File: src/rtl/hkvs_pkg.sv
// ----------------------------------------------------------------------------
// hkvs_pkg
// shared types, sizes and codes of the hashed key-value store
// ----------------------------------------------------------------------------
package hkvs_pkg;

   localparam int BUCKETS   = 64;
   localparam int WAYS      = 4;
   localparam int BKT_W     = (BUCKETS > 1) ? $clog2(BUCKETS) : 1;
   localparam int WAY_W     = (WAYS > 1) ? $clog2(WAYS) : 1;
   localparam bit BKT_POW2  = ((1 << BKT_W) == BUCKETS);

   // rounded-up reciprocal of the bucket count, scaled by 2^(32 + BKT_W)
   localparam logic [32:0] BKT_RECIP =
      33'(((64'd1 << (32 + BKT_W)) + 64'(BUCKETS) - 64'd1) / 64'(BUCKETS));

   localparam logic [31:0] FNV_BASIS      = 32'h811c_9dc5;
   localparam logic [31:0] FNV_MULTIPLIER = 32'h0100_0193;

   localparam logic [1:0] ACT_SET    = 2'd0;
   localparam logic [1:0] ACT_GET    = 2'd1;
   localparam logic [1:0] ACT_EXISTS = 2'd2;

   localparam logic [1:0] ST_INSERTED = 2'd0;
   localparam logic [1:0] ST_UPDATED  = 2'd1;
   localparam logic [1:0] ST_FULL     = 2'd2;
   localparam logic [1:0] ST_LOOKUP   = 2'd3;

   typedef struct packed {
      logic [1:0]  action;
      logic [31:0] key;
      logic [31:0] value;
   } req_type;

   typedef struct packed {
      logic [31:0] read_value;
      logic        found;
      logic [1:0]  status;
   } rsp_type;

   typedef struct packed {
      logic [31:0] key;
      logic [31:0] value;
   } entry_type;

   typedef entry_type [WAYS-1:0] row_type;

endpackage

File: src/rtl/hkvs_hash.sv
// ----------------------------------------------------------------------------
// hkvs_hash
// fnv-1a over the four key bytes, one multiply per cycle, then bucket select
// ----------------------------------------------------------------------------
module hkvs_hash
   import hkvs_pkg::*;
(
   input  logic             clock,
   input  logic             reset,
   input  logic             start,
   input  logic [31:0]      key,
   output logic             done,
   output logic [BKT_W-1:0] bucket
);

   typedef enum logic [4:0] {
      H_IDLE = 5'b00001,
      H_MUL  = 5'b00010,
      H_QUO  = 5'b00100,
      H_REM  = 5'b01000,
      H_DONE = 5'b10000
   } hash_state_type;

   hash_state_type   state_ff, state_in;
   logic [1:0]       byte_cnt_ff, byte_cnt_in;
   logic [31:0]      key_ff, key_in;
   logic [31:0]      h_ff, h_in;
   logic [31:0]      quot_ff, quot_in;
   logic [BKT_W-1:0] bucket_ff, bucket_in;

   logic [63:0]      prod_full;
   logic [31:0]      prod;
   logic [7:0]       next_byte;
   logic [64:0]      recip_full;
   logic [31:0]      quot_next;
   logic [31:0]      rem_full;

   assign prod_full = h_ff * FNV_MULTIPLIER;
   assign prod      = prod_full[31:0];
   assign next_byte = key_ff[{byte_cnt_ff + 2'd1, 3'b000} +: 8];

   // remainder by reciprocal multiply: quotient registered in H_QUO, remainder from it in H_REM
   assign recip_full = 65'(h_ff) * BKT_RECIP;
   assign quot_next  = 32'(recip_full >> (32 + BKT_W));
   assign rem_full   = h_ff - quot_ff * 32'(BUCKETS);

   always_comb begin
      state_in    = state_ff;
      byte_cnt_in = byte_cnt_ff;
      key_in      = key_ff;
      h_in        = h_ff;
      quot_in     = quot_ff;
      bucket_in   = bucket_ff;
      unique case (state_ff)
         H_IDLE: begin
            if (start) begin
               key_in      = key;
               h_in        = FNV_BASIS ^ {24'd0, key[7:0]};
               byte_cnt_in = 2'd0;
               state_in    = H_MUL;
            end
         end
         H_MUL: begin
            byte_cnt_in = byte_cnt_ff + 2'd1;
            if (byte_cnt_ff == 2'd3) begin
               h_in = prod;
               if (BKT_POW2) begin
                  bucket_in = prod[BKT_W-1:0];
                  state_in  = H_DONE;
               end else begin
                  state_in = H_QUO;
               end
            end else begin
               h_in = prod ^ {24'd0, next_byte};
            end
         end
         H_QUO: begin
            quot_in  = quot_next;
            state_in = H_REM;
         end
         H_REM: begin
            bucket_in = rem_full[BKT_W-1:0];
            state_in  = H_DONE;
         end
         H_DONE: begin
            state_in = H_IDLE;
         end
         default: begin
            state_in = H_IDLE;
         end
      endcase
   end

   always_ff @(posedge clock) begin
      if (reset) begin
         state_ff <= H_IDLE;
      end else begin
         state_ff <= state_in;
      end
   end

   always_ff @(posedge clock) begin
      byte_cnt_ff <= byte_cnt_in;
      key_ff      <= key_in;
      h_ff        <= h_in;
      quot_ff     <= quot_in;
      bucket_ff   <= bucket_in;
   end

   assign done   = (state_ff == H_DONE);
   assign bucket = bucket_ff;

endmodule

File: config.mk
export PLATFORM = sky130hd
export DESIGN_NAME = hkvs_hash
export DESIGN_NICKNAME = d
export VERILOG_FILES = /design/src/rtl/hkvs_pkg.sv /design/src/rtl/hkvs_hash.sv
export SDC_FILE = /design/constraint.sdc
export NUM_CORES = 1
export LEC_CHECK = 0
export BUFFER_PORTS_ARGS = -buffer_cell sky130_fd_sc_hd__buf_2
export CAP_MARGIN = 25
export CORE_ASPECT_RATIO = 1.25
export CORE_UTILIZATION = 53
export DETAILED_ROUTE_END_ITERATION = 6
export PLACE_DENSITY_LB_ADDON = 0.25
export REMOVE_ABC_BUFFERS = 1
export SLEW_MARGIN = 20
export SYNTH_ARGS = -nofsm -noshare
export SYNTH_HDL_FRONTEND = slang
export SYNTH_SLANG_ARGS = --single-unit
File: constraint.sdc
create_clock -name clock -period 3.9 [get_ports clock]
set_clock_uncertainty 0.15 [all_clocks]
set_input_delay 0.78 -clock clock [delete_from_list [all_inputs] [get_ports clock]]
set_output_delay 0.78 -clock clock [all_outputs]
set_load 0.02 [all_outputs]
### After elaboration in Yosys (flattened, before gate mapping)

Index checks and enable logic that the tools add are counted.

| word-level totals | value |
|---|---|
| bits in registers | 77 |
| bits of input ports | 35 |
| output and inout bits | 7 |
| logic and storage cells | 35 |

| operators by class | value |
|---|---|
| add/subtract/negate cells | 2 |
| multipliers | 1 |
| equal/unequal tests | 8 |
| shifts and indexed selects | 1 |
| multiplexer cells | 10 |
| bitwise gates (word level) | 2 |
| reductions and logical operators | 6 |

Operators with widths:

| kind | number |
|---|---|
| two-way mux 32 bit | 2 |
| one-hot mux 32 bit (2 select lines) | 1 |
| multiplier 32 x 25 -> 32 bit, second input constant | 1 |
| variable part select 32 x 6 -> 8 bit | 1 |
| XOR 32 x 8 -> 32 bit | 1 |
| one-hot mux 5 bit (4 select lines) | 1 |
| NOT 4 -> 14 bit | 1 |
| one-hot mux 6 bit (2 select lines) | 1 |
| two-way mux 5 bit | 2 |
| AND reduction 2 bit | 4 |
| two-way mux 6 bit | 1 |
| subtractor 6 x 1 -> 6 bit, second input constant | 1 |
| == test 5 x 1 -> 1 bit, second input constant | 1 |
| == test 5 x 2 -> 1 bit, second input constant | 1 |
| == test 5 x 3 -> 1 bit, second input constant | 1 |
| == test 5 x 4 -> 1 bit, second input constant | 1 |
| == test 5 bit, second input constant | 1 |
| != test 2 bit, second input constant | 2 |
| one-hot mux 2 bit (2 select lines) | 1 |
| nonzero test 2 bit | 2 |
| adder 2 x 1 -> 2 bit, second input constant | 1 |
| == test 2 bit, second input constant | 1 |
| two-way mux 2 bit | 1 |

### Longest topological paths before layout

Gate-level depths: netlist of run 1.

| logic depth | value |
|---|---|
| depth in word-level cells | 5 |
| mapped depth | 9 |
| depth with buffers taken out | 9 |

### Worst setup path after synthesis of run 1

OpenSTA, ideal clock, no wires.

| timing path | value |
|---|---|
| path type | register to register |
| from | register h_ff[0] |
| to | register h_ff[5], data pin |
| setup time | 0.260 ns |
| data arrival time | 2.749 ns |
| data required time | 3.490 ns |
| path slack | 0.740 ns |
| cell stages (with the launch flop) | 10 |
| path buffers | 0 |
| period minus slack after synthesis | 3.160 ns |
| path through | edfxtp_1 > ha_1 > ha_1 > ha_1 > inv_1 > fa_1 > xor2_1 > xnor2_2 > xnor3_1 > mux2_4 |

| on the way | value |
|---|---|
| word-level cells in the longest chain between the ends | 4 |

Ends and longest elaborated chain:

| item | RTL line | text |
|---|---|---|
| start: declaration | hkvs_hash.sv:27 | `logic [31:0] h_ff, h_in;` |
| start signal: assignment | hkvs_hash.sv:105 | `h_ff <= h_in;` |
| multiplier 32 x 25 -> 32 bit * | hkvs_hash.sv:38 | `assign prod_full = h_ff * FNV_MULTIPLIER;` |
| XOR 32 x 8 -> 32 bit | hkvs_hash.sv:74 | `h_in = prod ^ {24'd0, next_byte};` |
| two-way mux 32 bit * | hkvs_hash.sv:65 | `if (byte_cnt_ff == 2'd3) begin` |
| one-hot mux 32 bit (2 select lines) * | hkvs_hash.sv:54 | `unique case (state_ff)` |
| via h_in[5] | hkvs_hash.sv:27 |  |

Mark *: on every way through the listed nets, which the timed path passes. The rest lies on a longest branch.
A chain may end at the register's enable or synchronous reset.

### Worst setup path in the final report of run 1

Ends and elaborated chain as after synthesis.

==> results of run 1 <==
-- cell usage in the layout, fill, tap and decap left out, types with 3 or more instances in the layout --
master                     synthesis  final
sky130_fd_sc_hd__edfxtp_1         38     38
sky130_fd_sc_hd__buf_2             0     33
sky130_fd_sc_hd__ha_1             10     10
sky130_fd_sc_hd__xnor2_1           8      8
sky130_fd_sc_hd__nor2b_1           5      5
sky130_fd_sc_hd__clkbuf_8          0      5
sky130_fd_sc_hd__mux4_1            4      4
sky130_fd_sc_hd__inv_1             4      4
sky130_fd_sc_hd__nor2_1            4      3
sky130_fd_sc_hd__nand2_1           3      3
sky130_fd_sc_hd__o21ai_1           3      3
sky130_fd_sc_hd__dfxtp_1           3      3
-- area by class of cell --
type                            instances  area [sq um]  area share
Timing Repair Buffer                   33           165      0.0769
Sequential cell                        41          1200       0.559
Tap cell                               37          46.3      0.0216
Clock buffer                            5          68.8      0.0321
Inverter                                4          15.0     0.00699
Multi-Input combinational cell         59           633       0.295
Clock inverter                          3          17.5     0.00816
-- metrics by stage --
step,instance area (sq um),utilization,total power (W),hold slack (ps)
after floorplan,1840,-,0.000673,352
after detailed placement,2060,0.627,0.000714,415
final,2150,0.654,0.000967,435
after global routing,2150,0.654,0.00101,453
after global placement,2060,0.627,0.000707,390
after CTS,2140,0.653,0.000976,435
-- cells by family (layout without fill, tap and decap cells) --
family          count (synthesis)  after routing  synth area share
flops                          41             41             0.647
simple gates                   21             21            0.0701
xor+xnor                       12             12            0.0721
fa+ha+maj                      11             11            0.0782
mux                             8              8            0.0943
compound gates                  7              7            0.0222
buf+inv                         6             45            0.0162
-- state kept, by name, indices dropped and copies added, names as in the netlist --
name / cells
state_ff: 3
key_ff: 24
h_ff: 6
byte_cnt_ff: 2
bucket: 6
-- critical path: cells and delay by family, from the launching register on --
family / cells / cell delay [ps]
buf+inv: 1 / 50
flops: 1 / 480
xor+xnor: 3 / 840
fa+ha+maj: 4 / 1320
mux: 1 / 260
-- final timing paths --
path                    start           to  slack (ps)  depth (start not counted)
setup / recovery      h_ff[0]      h_ff[5]         540                          9
hold / removal    state_ff[1]  state_ff[0]         430                          2
setup reg to reg      h_ff[0]      h_ff[5]         540                          9
hold reg to reg   state_ff[1]  state_ff[0]         430                          2
-- power by group through the flow --
stage	Sequential [W]	Clock, W	Combinational, W
floorplan	0.000538	0	0.000135
global placement	0.000540	0	0.000167
detailed placement	0.000543	0	0.000171
CTS	0.000533	0.000271	0.000172
global route	0.000535	0.000289	0.000190
finish	0.000532	0.000265	0.000171
-- metal layers --
layer	up-vias	track usage	wire length [um]
met1	446	0.181	1040
li1	475	-	-
met3	4	0.0667	115
met5	-	0	0
met2	29	0.289	1360
met4	0	0.0656	29
==> results.txt, run 1 <==
STA puts the critical path data arrival time at 3260 ps. The global-route wire length before repair came out at 4120 um. Among all stages on the critical path, the largest delay is contributed by sky130_fd_sc_hd__edfxtp_1. The maximum number of buffers from clock root to sink was 2. Adding up every negative setup slack in the final design gives 0 ps. The most frequent cell on the critical path was sky130_fd_sc_hd__ha_1.

The highest cell delay on the worst timing path works out to 480 ps. A synthesized cell averages 17.5 sq um. The tools report the internal power summed over all cells as 0.000738 W. Counting every instance in the synthesized netlist gives 106. The normalized max-slew margin is 0.568, and the power per cell area is 451 nW/um^2.

The later pin in the worst-skew pair is clocked with a latency of 290 ps. Summing over every cut layer, the via total after detailed routing is 954. The number of buffers inserted by port buffering is 33. For this design the total switching power over the nets is 0.000229 W. The run gives 41 as the number of sinks driven by the clock tree. Along the worst path, the maximum fanout reaches 4.

The number of antenna violations at the first check in global routing is 0, and the layout-stage area growth over the synthesis result is 15.6%. The logs give 537 ps for the worst slack at placement and 3750 sq um for the die area. Class of the tightest hold or removal check: reg -> reg. The post-synthesis instance area is 1860 sq um. Ranked by instance count, the synthesized netlist is headed by sky130_fd_sc_hd__edfxtp_1 (38), sky130_fd_sc_hd__ha_1 (10), sky130_fd_sc_hd__xnor2_1 (8), sky130_fd_sc_hd__nor2b_1 (5).

For the number of instances resized during post-cts repair, the log shows 0. By area the synthesized netlist is led by sky130_fd_sc_hd__edfxtp_1 (61%), sky130_fd_sc_hd__ha_1 (6.7%), sky130_fd_sc_hd__mux4_1 (5.7%). The post-synthesis async set-or-reset flop share was 0; the share of total power consumed by net switching was 0.237. Proportion of layout cells with a drive suffix above 1: 0.345. In this run the post-CTS setup repair buffer count came out at 0. The initialized floorplan defines 23 standard-cell rows.

In the final design database the tool counted 190 nets. The worst setup path is launched from a flop. The logs give 0 for the number of nets still failing antenna checks after routing and 247 for the filler cell count. In this run the static leakage power is 0.852 nW. Using the TritonRoute via totals, the vias-per-cell ratio works out to 5.24. The number of search-and-repair iterations in the first detailed-routing pass was 4; the number of buffers created by CTS was 5. The tools report the area of the core region as 3280 sq um. Clock tree synthesis selected as its root buffer the cell sky130_fd_sc_hd__clkbuf_8. Yosys mapped a number of flops with a built-in enable equal to 38. Total track usage: 0.168.

The biggest area contributor in the post-synthesis netlist is sky130_fd_sc_hd__edfxtp_1. In this run, synthesis produced a sequential element count of 41. The tools report the endpoint class of the critical path as a flop. The start-to-end type of the worst setup path was reg -> reg. The final critical-path share of the clock period came out at 0.861. The tool flagged a number of max-cap violations equal to 0. Entering global routing, the biggest net connects 25 pins.

The logs give 541 ps for the post-route worst setup slack and 1940 um for the post-DP HPWL. The final layout contains routed wiring with a total length of 2540 um. The most frequent cell after synthesis is sky130_fd_sc_hd__edfxtp_1. Based on the critical path, the design can be clocked at up to 0.298 GHz.

The run gives 0.647 as the sequential element share of the synthesized area. Routability-driven placement finished with a final weighted congestion of 0.691. The effective utilization at floorplan was 0.566; the proportion of power drawn by combinational gates was 0.177. The power share of the clock group was 0.273; the count of final max-slew check failures was 0. The overall die width works out to 54.9 um. For the finished layout, the period the worst path requires is 3360 ps. After detailed routing, the number of remaining DRC violations is 0. Dividing the detail-routed wire length by the instance count gives 14.0 um.

The post-route non-filler standard cell count was 182; the number of global-route vias before repair was 939. For the power share of the sequential group, the log shows 0.550. The number of hold buffers added after CTS was 0. TritonCTS built the clock tree.

I/O pin count: 42. The synthesized netlist contains 31 unique library cells. Setup violations remaining at the end of the flow were counted as 0.

The critical path goes through ha_1 > ha_1 > ha_1 > inv_1 > fa_1 > xor2_1 > xnor2_2 > xnor3_1 > mux2_4. During synthesis, Yosys emitted a total of 0 warnings. The final hold violation count was 0. For this block, the initial DRC count from the detailed router was 14. The flow ran to the end, and the final reports show no timing, DRC or antenna violations. Clock-pin slew was measured on the worst setup and hold paths at 80 ps. The vertical die dimension is 68.2 um, and the data required time of the critical path is 3800 ps.

The slew at the pin closest to its max-slew limit is 647 ps. The most frequently used flop master after synthesis is sky130_fd_sc_hd__edfxtp_1. The tools report the maximum VDD drop as 0.305 mV.

The number of antenna diodes in the final layout is 0. The H-tree was split into 2 levels. The tools report the remaining global-route overflow as 0. The top-area cell type share of the netlist area works out to 0.615. The number of placed cells counting well taps came out at 174. Setup repair after global routing left no endpoint under its margin.
Note: power is estimated with default switching activity, not from simulation.
==> run 2: changes to the inputs <==
--- a/config.mk
+++ b/config.mk
@@ -5,10 +5,11 @@
 export SDC_FILE = /design/constraint.sdc
 export NUM_CORES = 1
 export LEC_CHECK = 0
+export ABC_AREA = 1
 export BUFFER_PORTS_ARGS = -buffer_cell sky130_fd_sc_hd__buf_2
 export CAP_MARGIN = 25
 export CORE_ASPECT_RATIO = 1.25
-export CORE_UTILIZATION = 53
+export CORE_UTILIZATION = 54
 export DETAILED_ROUTE_END_ITERATION = 6
 export PLACE_DENSITY_LB_ADDON = 0.25
 export REMOVE_ABC_BUFFERS = 1
==> constraint.sdc (replaced) <==
create_clock -name clock -period 3.9 [get_ports clock]
set_clock_uncertainty 0.15 [all_clocks]
set_input_delay 1.17 -clock clock [delete_from_list [all_inputs] [get_ports clock]]
set_output_delay 1.17 -clock clock [all_outputs]
set_load 0.02 [all_outputs]
==> results.txt, run 2 <==
The last weighted congestion value of the routability-driven placer is 0.758 (+9.6%). The insertion delay of the later-clocked pin in the worst-skew pair is 290 ps (about the same). The normalized max-slew margin is 0.455 (-0.114). STA classifies the critical path startpoint as a flop.

Maximum clock frequency: 0.350 GHz (+18%). The number of cells on the worst reg-to-reg path works out to 15 (+6). Number of buffers inserted for hold repair after clock tree synthesis: 0 (unchanged).

The global-route wire length before repair came out at 5020 um (+22%). The tools report the power share of the sequential group as 0.551 (about the same). In the layout the commonest cells are sky130_fd_sc_hd__nand2_1 (63), sky130_fd_sc_hd__edfxtp_1 (38), sky130_fd_sc_hd__buf_2 (33).

TritonCTS built the clock tree. More flip-flops sit in one register than any other, and that register is key_ff. Most common library cell in the layout ignoring fill and taps: sky130_fd_sc_hd__nand2_1.

The number of placed cells counting well taps came out at 265 (+52%). The power share of the clock group was 0.273 (about the same). The number of global-route vias before repair is 1190 (+27%). In this run the critical register-to-register path is captured at h_ff[5]. Class of the tightest hold or removal check: reg -> reg. The area of the core region is 3480 sq um (+6.2%).

Depth of the critical timing path with buffers and inverters included: 15 (+6). The slew at the pin closest to its max-slew limit works out to 817 ps (+170 ps). The remaining global-route overflow was 0 (unchanged). The logs give 279 (+47%) for the count of nets after finishing and 0.292 mV (-4.3%) for the maximum VDD drop. The power per cell area works out to 428 nW/um^2 (-5.0%).

By count the netlist is led by sky130_fd_sc_hd__nand2_1 (63), sky130_fd_sc_hd__edfxtp_1 (38), sky130_fd_sc_hd__inv_1 (24), sky130_fd_sc_hd__nand3_1 (14), sky130_fd_sc_hd__nor2_1 (13). The tools report the endpoint class of the critical path as a flop. The slowest stage of the critical path is the sky130_fd_sc_hd__edfxtp_1 cell. The run gives 0 (unchanged) as the number of instances resized during post-cts repair. The logs give 3910 sq um (+4.4%) for the die area and 0 (unchanged) for the count of final max-slew check failures.

The run gives 0 (unchanged) as the number of endpoints failing setup at the final stage. The top-area cell type share of the netlist area was 0.577 (-0.0377). Count of vias placed by the detailed router: 1381 (+45%).

The critical path ends at h_ff[5]. The number of buffers inserted by port buffering is 33 (unchanged), and the highest net fanout along the worst path is 4 (unchanged). The hold slack is 432 ps (-2.87 ps). The total of max-cap violations is 0 (unchanged). The highest cell delay on the worst timing path was 470 ps (about the same).

The proportion of power drawn by combinational gates is 0.176 (about the same). Of all cell types, the one taking the most synthesized area is sky130_fd_sc_hd__edfxtp_1. The total chip power is 0.000964 W (-0.32%). The internal power summed over all cells was 0.000707 W (-4.2%); the number of synthesized flops with an enable pin was 38 (unchanged). The final critical-path share of the clock period is 0.732 (-0.129). The most frequently used flop master after synthesis was sky130_fd_sc_hd__edfxtp_1. The run gives 0 ps (unchanged) as the accumulated negative setup slack. Post-synthesis instance area: 1980 sq um (+6.5%).

The post-detailed-route wirelength per cell is 11.1 um (-21%). The critical path starts at h_ff[0]. The total wire length is 3030 um (+19%). By area the synthesized netlist is led by sky130_fd_sc_hd__edfxtp_1 (58%), sky130_fd_sc_hd__nand2_1 (12%), sky130_fd_sc_hd__ha_1 (6.3%). For the maximum number of buffers from clock root to sink, the log shows 2 (unchanged).

The flow ran to the end, and the final reports show no timing, DRC or antenna violations. The proportion of layout cells with a drive suffix above 1 was 0.222 (-0.123); the antenna diode count was 0 (unchanged). By startpoint and endpoint, the worst setup path is classified as reg -> reg. The vertical die dimension works out to 69.7 um (+2.2%). The via count normalized by instance count works out to 5.06 (-3.5%).

The data required time of the critical path is 3800 ps (about the same), and the post-DP HPWL is 2250 um (+16%). The number of search-and-repair iterations in the first detailed-routing pass was 4 (unchanged). The final hold violation count was 0 (unchanged).

For the post-route non-filler standard cell count, the log shows 273 (+50%). The reg-to-reg setup timing slack is 1040 ps (+500 ps), and the number of buffers created by CTS is 5 (unchanged). The level count of the clock H-tree was 2 (unchanged); the average cell area after synthesis was 10.1 sq um (-42%). The sequential element share of the synthesized area was 0.607 (-0.0397); the number of DRC violations after detailed routing was 0 (unchanged).

The data arrival time of the critical path came out at 2760 ps (-500 ps). The most common cell in the synthesized netlist is sky130_fd_sc_hd__nand2_1. Post-synthesis register bit count: 41 (unchanged).

The number of sinks driven by the clock tree came out at 41 (unchanged). The pin count of the biggest net entering global routing is 25 (unchanged), and the flip-flop count of the largest register, all copies and words added is 24 (unchanged). In this run the clock root is driven by a sky130_fd_sc_hd__clkbuf_8.

The number of cells on the worst hold path came out at 0 (-2). Walking the worst path, the cells encountered are ha_1 > ha_1 > ha_1 > inv_1 > fa_1 > inv_1 > nand2_1 > nand2_1 > nand2_1 > nand2_1 > inv_1 > nand2_1 > nand3_1 > nand3_1 > nand2_1. The total track usage is 0.170 (+0.00154), and the overall die width is 56.1 um (+2.2%).

The post-route minimum period is 2860 ps (-502 ps), and the share of total power consumed by net switching is 0.267 (+0.0299). The effective utilization at floorplan is 0.568 (+0.00191), and the clock input transition at the sequential cells of the worst setup and hold paths is 80 ps (about the same). The most frequent cell on the critical path is sky130_fd_sc_hd__nand2_1. Setup repair after global routing left no endpoint under its margin. The post-synthesis async set-or-reset flop share came out at 0 (unchanged). The buffering stage count on the worst path with inverters included is 3 (+2), and the net switching power of the design is 0.000257 W (+12%). The cell class contributing the biggest share of worst-path delay was adder cells. The I/O pin count came out at 42 (unchanged). The tools report the reg-to-reg startpoint as h_ff[0]. The post-CTS setup buffer count is 0 (unchanged), and the number of distinct library cell variants in the gate-level netlist after synthesis is 22 (-29%).

The logs give 0.647 (-0.00791) for the post-layout utilization of the core and 0 (unchanged) for the number of antenna violations at the first check in global routing. The DRC marker count from the first detailed-route iteration came out at 42 (+28). Number of synthesis warnings: 0 (unchanged).

Relative to the synthesized area, the layout overhead comes to 13.9%. The logs give 24 (+4.3%) for the number of cell rows and 1.04 nW (+22%) for the cell leakage power. The number of nets still failing antenna checks after routing came out at 0 (unchanged).

The run gives 195 (+84%) as the synthesized netlist cell count.
## run 2: through the flow
stage	setup WS [ps]	area, sq um
6_report	1040	2250
5_1_grt	878	2250
4_1_cts	1030	2250
3_5_place_dp	1050	2170
3_3_place_gp	1080	2170
2_1_floorplan	1220	1940
## run 2: how the worst min path moves through the flow
stage	start	endpoint	slack [ps]
floorplan	h_ff[0]	bucket[0]	350
global placement	h_ff[0]	bucket[0]	420
detailed placement	h_ff[0]	bucket[0]	420
CTS	h_ff[0]	bucket[0]	440
global route	h_ff[0]	bucket[0]	440
finish	h_ff[0]	bucket[0]	430
## run 2: power groups by stage
stage	clock (W)	sequential, W	combinational (W)
after global routing	0.000284	0.000535	0.000195
after CTS	0.000273	0.000532	0.000172
after global placement	0	0.000542	0.000163
after detailed placement	0	0.000542	0.000169
after floorplan	0	0.000538	0.000126
final	0.000263	0.000532	0.000170
## run 2: logic make-up after synthesis
family / after synthesis / share of synthesized area
flops: 41 / 0.607
buf+inv: 30 / 0.0683
fa+ha+maj: 11 / 0.0734
xor+xnor: 1 / 0.00443
compound gates: 13 / 0.0373
simple gates: 99 / 0.209
## run 2: per-layer routing
metal  GRT usage  routed length, um  vias to the layer above
met5           0                  0                        -
met4       0.100                 89                        0
met3      0.0448                120                        9
met2       0.282               1500                       38
met1       0.195               1310                      614
li1            -                  -                      720
## run 2: worst reg2reg max path, stage by stage (launching register included)
cell and delay (ps):
sky130_fd_sc_hd__edfxtp_1 470, sky130_fd_sc_hd__ha_1 310, sky130_fd_sc_hd__ha_1 280, sky130_fd_sc_hd__ha_1 290, sky130_fd_sc_hd__inv_1 50, sky130_fd_sc_hd__fa_1 440, sky130_fd_sc_hd__inv_1 70, sky130_fd_sc_hd__nand2_1 60
sky130_fd_sc_hd__nand2_1 60, sky130_fd_sc_hd__nand2_1 40, sky130_fd_sc_hd__nand2_1 80, sky130_fd_sc_hd__inv_1 60, sky130_fd_sc_hd__nand2_1 70, sky130_fd_sc_hd__nand3_1 70, sky130_fd_sc_hd__nand3_1 80, sky130_fd_sc_hd__nand2_1 50
## run 2: cell type report
cell class,instances,area [sq um]
clock buffers,5,68.8
clock inverters,3,17.5
fillers,292,1230
inverters,27,101
multi-input cells,124,642
flip-flops and latches,41,1200
well taps,39,48.8
repair buffers,34,173
==> run 3: changes to the inputs <==
--- a/config.mk
+++ b/config.mk
@@ -9,7 +9,7 @@
 export BUFFER_PORTS_ARGS = -buffer_cell sky130_fd_sc_hd__buf_2
 export CAP_MARGIN = 25
 export CORE_ASPECT_RATIO = 1.25
-export CORE_UTILIZATION = 54
+export CORE_UTILIZATION = 48
 export DETAILED_ROUTE_END_ITERATION = 6
 export PLACE_DENSITY_LB_ADDON = 0.25
 export REMOVE_ABC_BUFFERS = 1
==> constraint.sdc (replaced) <==
create_clock -name clock -period 2.3 [get_ports clock]
set_clock_uncertainty 0.15 [all_clocks]
set_input_delay 0.69 -clock clock [delete_from_list [all_inputs] [get_ports clock]]
set_output_delay 0.69 -clock clock [all_outputs]
set_load 0.02 [all_outputs]
==> results.txt, run 3 (synthesis gave the netlist of run 2 again) <==
The die area was 4380 sq um (+12%); the maximum number of buffers from clock root to sink was 2 (unchanged). The power per cell area works out to 715 nW/um^2 (+67%). The most critical setup path has its startpoint at h_ff[0]. Area of the core region: 3880 sq um (+11%). The net switching power of the design came out at 0.000465 W (+81%). The tools report the worst slack at placement as -494 ps (-1540 ps). The run gives 1394 (+0.94%) as the count of vias placed by the detailed router. The post-detailed-route wirelength per cell was 10.6 um (-4.2%); the data required time of the critical path was 2210 ps (-1590 ps).

The via count normalized by instance count came out at 4.68 (-7.5%). The filler cell count came out at 359 (+23%). The cell with the biggest individual delay on the critical path was sky130_fd_sc_hd__edfxtp_1. The cell leakage power is 1.09 nW (+4.5%), and the power share of the clock group is 0.267 (-0.006). The tools report the number of cell rows as 25 (+4.2%).

The logs give 4 (+4) for the number of endpoints failing setup at the final stage and 5350 um (+6.6%) for the global-route wire length before repair. The proportion of power drawn by combinational gates came out at 0.210 (+0.034). The maximum clock frequency is 0.379 GHz (+8.2%), and the count of nets after finishing is 289 (+3.6%). The number of cells on the worst reg-to-reg path works out to 15 (unchanged). Ranked by flip-flop count, first place goes to key_ff. The critical path in this run is classified as reg -> reg.

Reg-to-reg startpoint: h_ff[0]. The worst hold path belongs to the class in -> reg. The DRC marker count from the first detailed-route iteration was 30 (-29%). The insertion delay of the later-clocked pin in the worst-skew pair is 300 ps (about the same), and the count of final max-slew check failures is 0 (unchanged). The post-route non-filler standard cell count is 298 (+9.2%), and the total wire length is 3170 um (+4.6%). On the critical path the largest part of the delay comes from adder cells.

The depth of the critical timing path with buffers and inverters included was 15 (unchanged); the normalized max-slew margin was 0.629 (+0.174). The slew at the pin closest to its max-slew limit came out at 555 ps (-262 ps). The tools report the number of nets still failing antenna checks after routing as 0 (unchanged). The root buffer cell is sky130_fd_sc_hd__clkbuf_8. The final reports fail on negative setup slack. TritonCTS built the clock tree. The worst setup path is captured at a flop. The final hold violation count is 0 (unchanged). The pin count of the biggest net entering global routing is 25 (unchanged), and the vertical die dimension is 73.8 um (+5.9%).

The tools report the number of global-route vias before repair as 1261 (+6.0%). The clock input transition at the sequential cells of the worst setup and hold paths works out to 80 ps (about the same). The cell that appears most often on the critical path is sky130_fd_sc_hd__nand2_1. The library cell used most frequently in the layout, excluding fill and tap cells, is sky130_fd_sc_hd__nand2_1.

For the total of max-cap violations, the log shows 0 (unchanged). STA classifies the critical path startpoint as a flop. The highest cell delay on the worst timing path was 410 ps (-60 ps).

Following the worst setup path forward leads to its endpoint at h_ff[5]. The post-route minimum period was 2640 ps (-215 ps); the post-DP HPWL was 2360 um (+4.9%). The last weighted congestion value of the routability-driven placer was 0.789 (+4.1%). The maximum VDD drop was 0.482 mV (+65%); the remaining global-route overflow was 0 (unchanged). The logs give 0.510 (-0.0579) for the effective utilization at floorplan and 0.00124 W (+76%) for the internal power summed over all cells. The run gives -341 ps (-1380 ps) as the post-route worst setup slack.

Setup repair after global routing could not meet its margin everywhere. The power share of the sequential group was 0.523 (-0.028); the layout-stage area growth over the synthesis result was 20.7%. The proportion of layout cells with a drive suffix above 1 works out to 0.299 (+0.0770). Share of total power consumed by net switching: 0.272 (+0.00532). The tools report the total chip power as 0.00171 W (+77%). The level count of the clock H-tree is 2 (unchanged).

For the number of search-and-repair iterations in the first detailed-routing pass, the log shows 5 (+1). The library cells used most frequently in the layout, excluding fill and tap cells, are sky130_fd_sc_hd__nand2_1 (60), sky130_fd_sc_hd__edfxtp_1 (38), sky130_fd_sc_hd__buf_2 (33). The run gives 0.170 (-0.000322) as the total track usage.

The area of all placed cells without fillers is 2390 sq um (+6.1%), and the reg-to-reg setup timing slack is -340 ps (-1380 ps). The I/O pin count is 42 (unchanged), and the final critical-path share of the clock period is 1.15 (+0.416). The antenna diode count was 0 (unchanged). The buffering stage count on the worst path with inverters included was 3 (unchanged). The logs give 289 (+9.1%) for the number of placed cells counting well taps and 0 (unchanged) for the number of antenna violations at the first check in global routing. The tools report the number of sinks driven by the clock tree as 41 (unchanged). The flow ran to the end, but the final reports show violations.

The post-layout utilization of the core is 0.616 (-0.0307). The worst reg2reg path endpoint is h_ff[5]. The flip-flop count of the largest register, all copies and words added came out at 24 (unchanged). The data arrival time of the critical path was 2550 ps (-210 ps). Number of buffers inserted by port buffering: 33 (unchanged). The highest net fanout along the worst path is 3 (-1). The logs give 5 (unchanged) for the number of buffers created by CTS and 2250 sq um (+4.0%) for the placed cell area. The overall die width came out at 59.4 um (+5.9%).

The tools report the number of buffers inserted for hold repair after clock tree synthesis as 0 (unchanged). Traced cell by cell, the critical path runs through ha_1 > ha_1 > ha_1 > inv_1 > fa_2 > inv_2 > nand2_2 > nand2_1 > nand2_1 > nand2_2 > inv_2 > nand2_1 > nand3_1 > nand3_1 > nand2_1. The tools report the number of DRC violations after detailed routing as 0 (unchanged).
==> run 3: cell types whose count changed in the layout (fill, tap and decap cells not counted), sizes merged <==
cell / delta
buf: +10
==> run 3: worst reg2reg max path, cell delays in order (launching register included) <==
cell and delay [ps]:
sky130_fd_sc_hd__edfxtp_1 410, sky130_fd_sc_hd__ha_1 310, sky130_fd_sc_hd__ha_1 290, sky130_fd_sc_hd__ha_1 270, sky130_fd_sc_hd__inv_1 40, sky130_fd_sc_hd__fa_2 340, sky130_fd_sc_hd__inv_2 60, sky130_fd_sc_hd__nand2_2 40
sky130_fd_sc_hd__nand2_1 50, sky130_fd_sc_hd__nand2_1 50, sky130_fd_sc_hd__nand2_2 90, sky130_fd_sc_hd__inv_2 40, sky130_fd_sc_hd__nand2_1 50, sky130_fd_sc_hd__nand3_1 60, sky130_fd_sc_hd__nand3_1 80, sky130_fd_sc_hd__nand2_1 50
==> run 3: metal layers <==
layer	wire length [um]	track usage	vias up
li1	-	-	739
met1	1350	0.196	616
met2	1650	0.288	35
met3	122	0.0475	4
met4	40	0.0767	0
met5	0	0	-
==> run 3: how the worst min path moves through the flow <==
stage          startpoint          end  slack [ps]  depth (start not counted)
2_1_floorplan     h_ff[0]    bucket[0]         350                          0
3_3_place_gp      h_ff[0]    bucket[0]         440                          1
3_5_place_dp      h_ff[0]    bucket[0]         440                          1
4_1_cts           key[19]   key_ff[19]         410                          1
5_1_grt           key[12]   key_ff[12]         410                          1
6_report            reset  state_ff[1]         420                          2
==> run 3: repair_timing <==
action | in CTS | in global routing
gates resized for setup | 9 | 4
buffers inserted | 0 | 1
pin swaps | 10 | 0
endpoints found under the hold margin | 0 | 0
endpoints found under the setup margin | 4 | 4
==> run 3: power by group through the flow <==
| stage | sequential [W] | clock [W] | combinational, W |
|---|---|---|---|
| 4_1_cts | 0.000894 | 0.000467 | 0.000354 |
| 3_3_place_gp | 0.000909 | 0 | 0.000318 |
| 5_1_grt | 0.000899 | 0.000497 | 0.000411 |
| 2_1_floorplan | 0.000913 | 0 | 0.000213 |
| 3_5_place_dp | 0.000910 | 0 | 0.000330 |
| 6_report | 0.000894 | 0.000456 | 0.000359 |
==> run 3: stage by stage <==
step / TNS [ps] / hold WS (ps)
2_1_floorplan: -752 / 351
3_3_place_gp: -1150 / 437
3_5_place_dp: -1310 / 437
4_1_cts: -1000 / 412
5_1_grt: -1290 / 407
6_report: -952 / 420
==> run 3: final cells by class <==
cell class              instances  area (sq um)  share of cell area
clock inverters                 3          17.5             0.00733
clock buffers                   5          68.8              0.0288
inverters                      27           101              0.0424
flip-flops and latches         41          1200               0.503
multi-input cells             124           677               0.283
repair buffers                 44           255               0.107
well taps                      54          67.6              0.0283
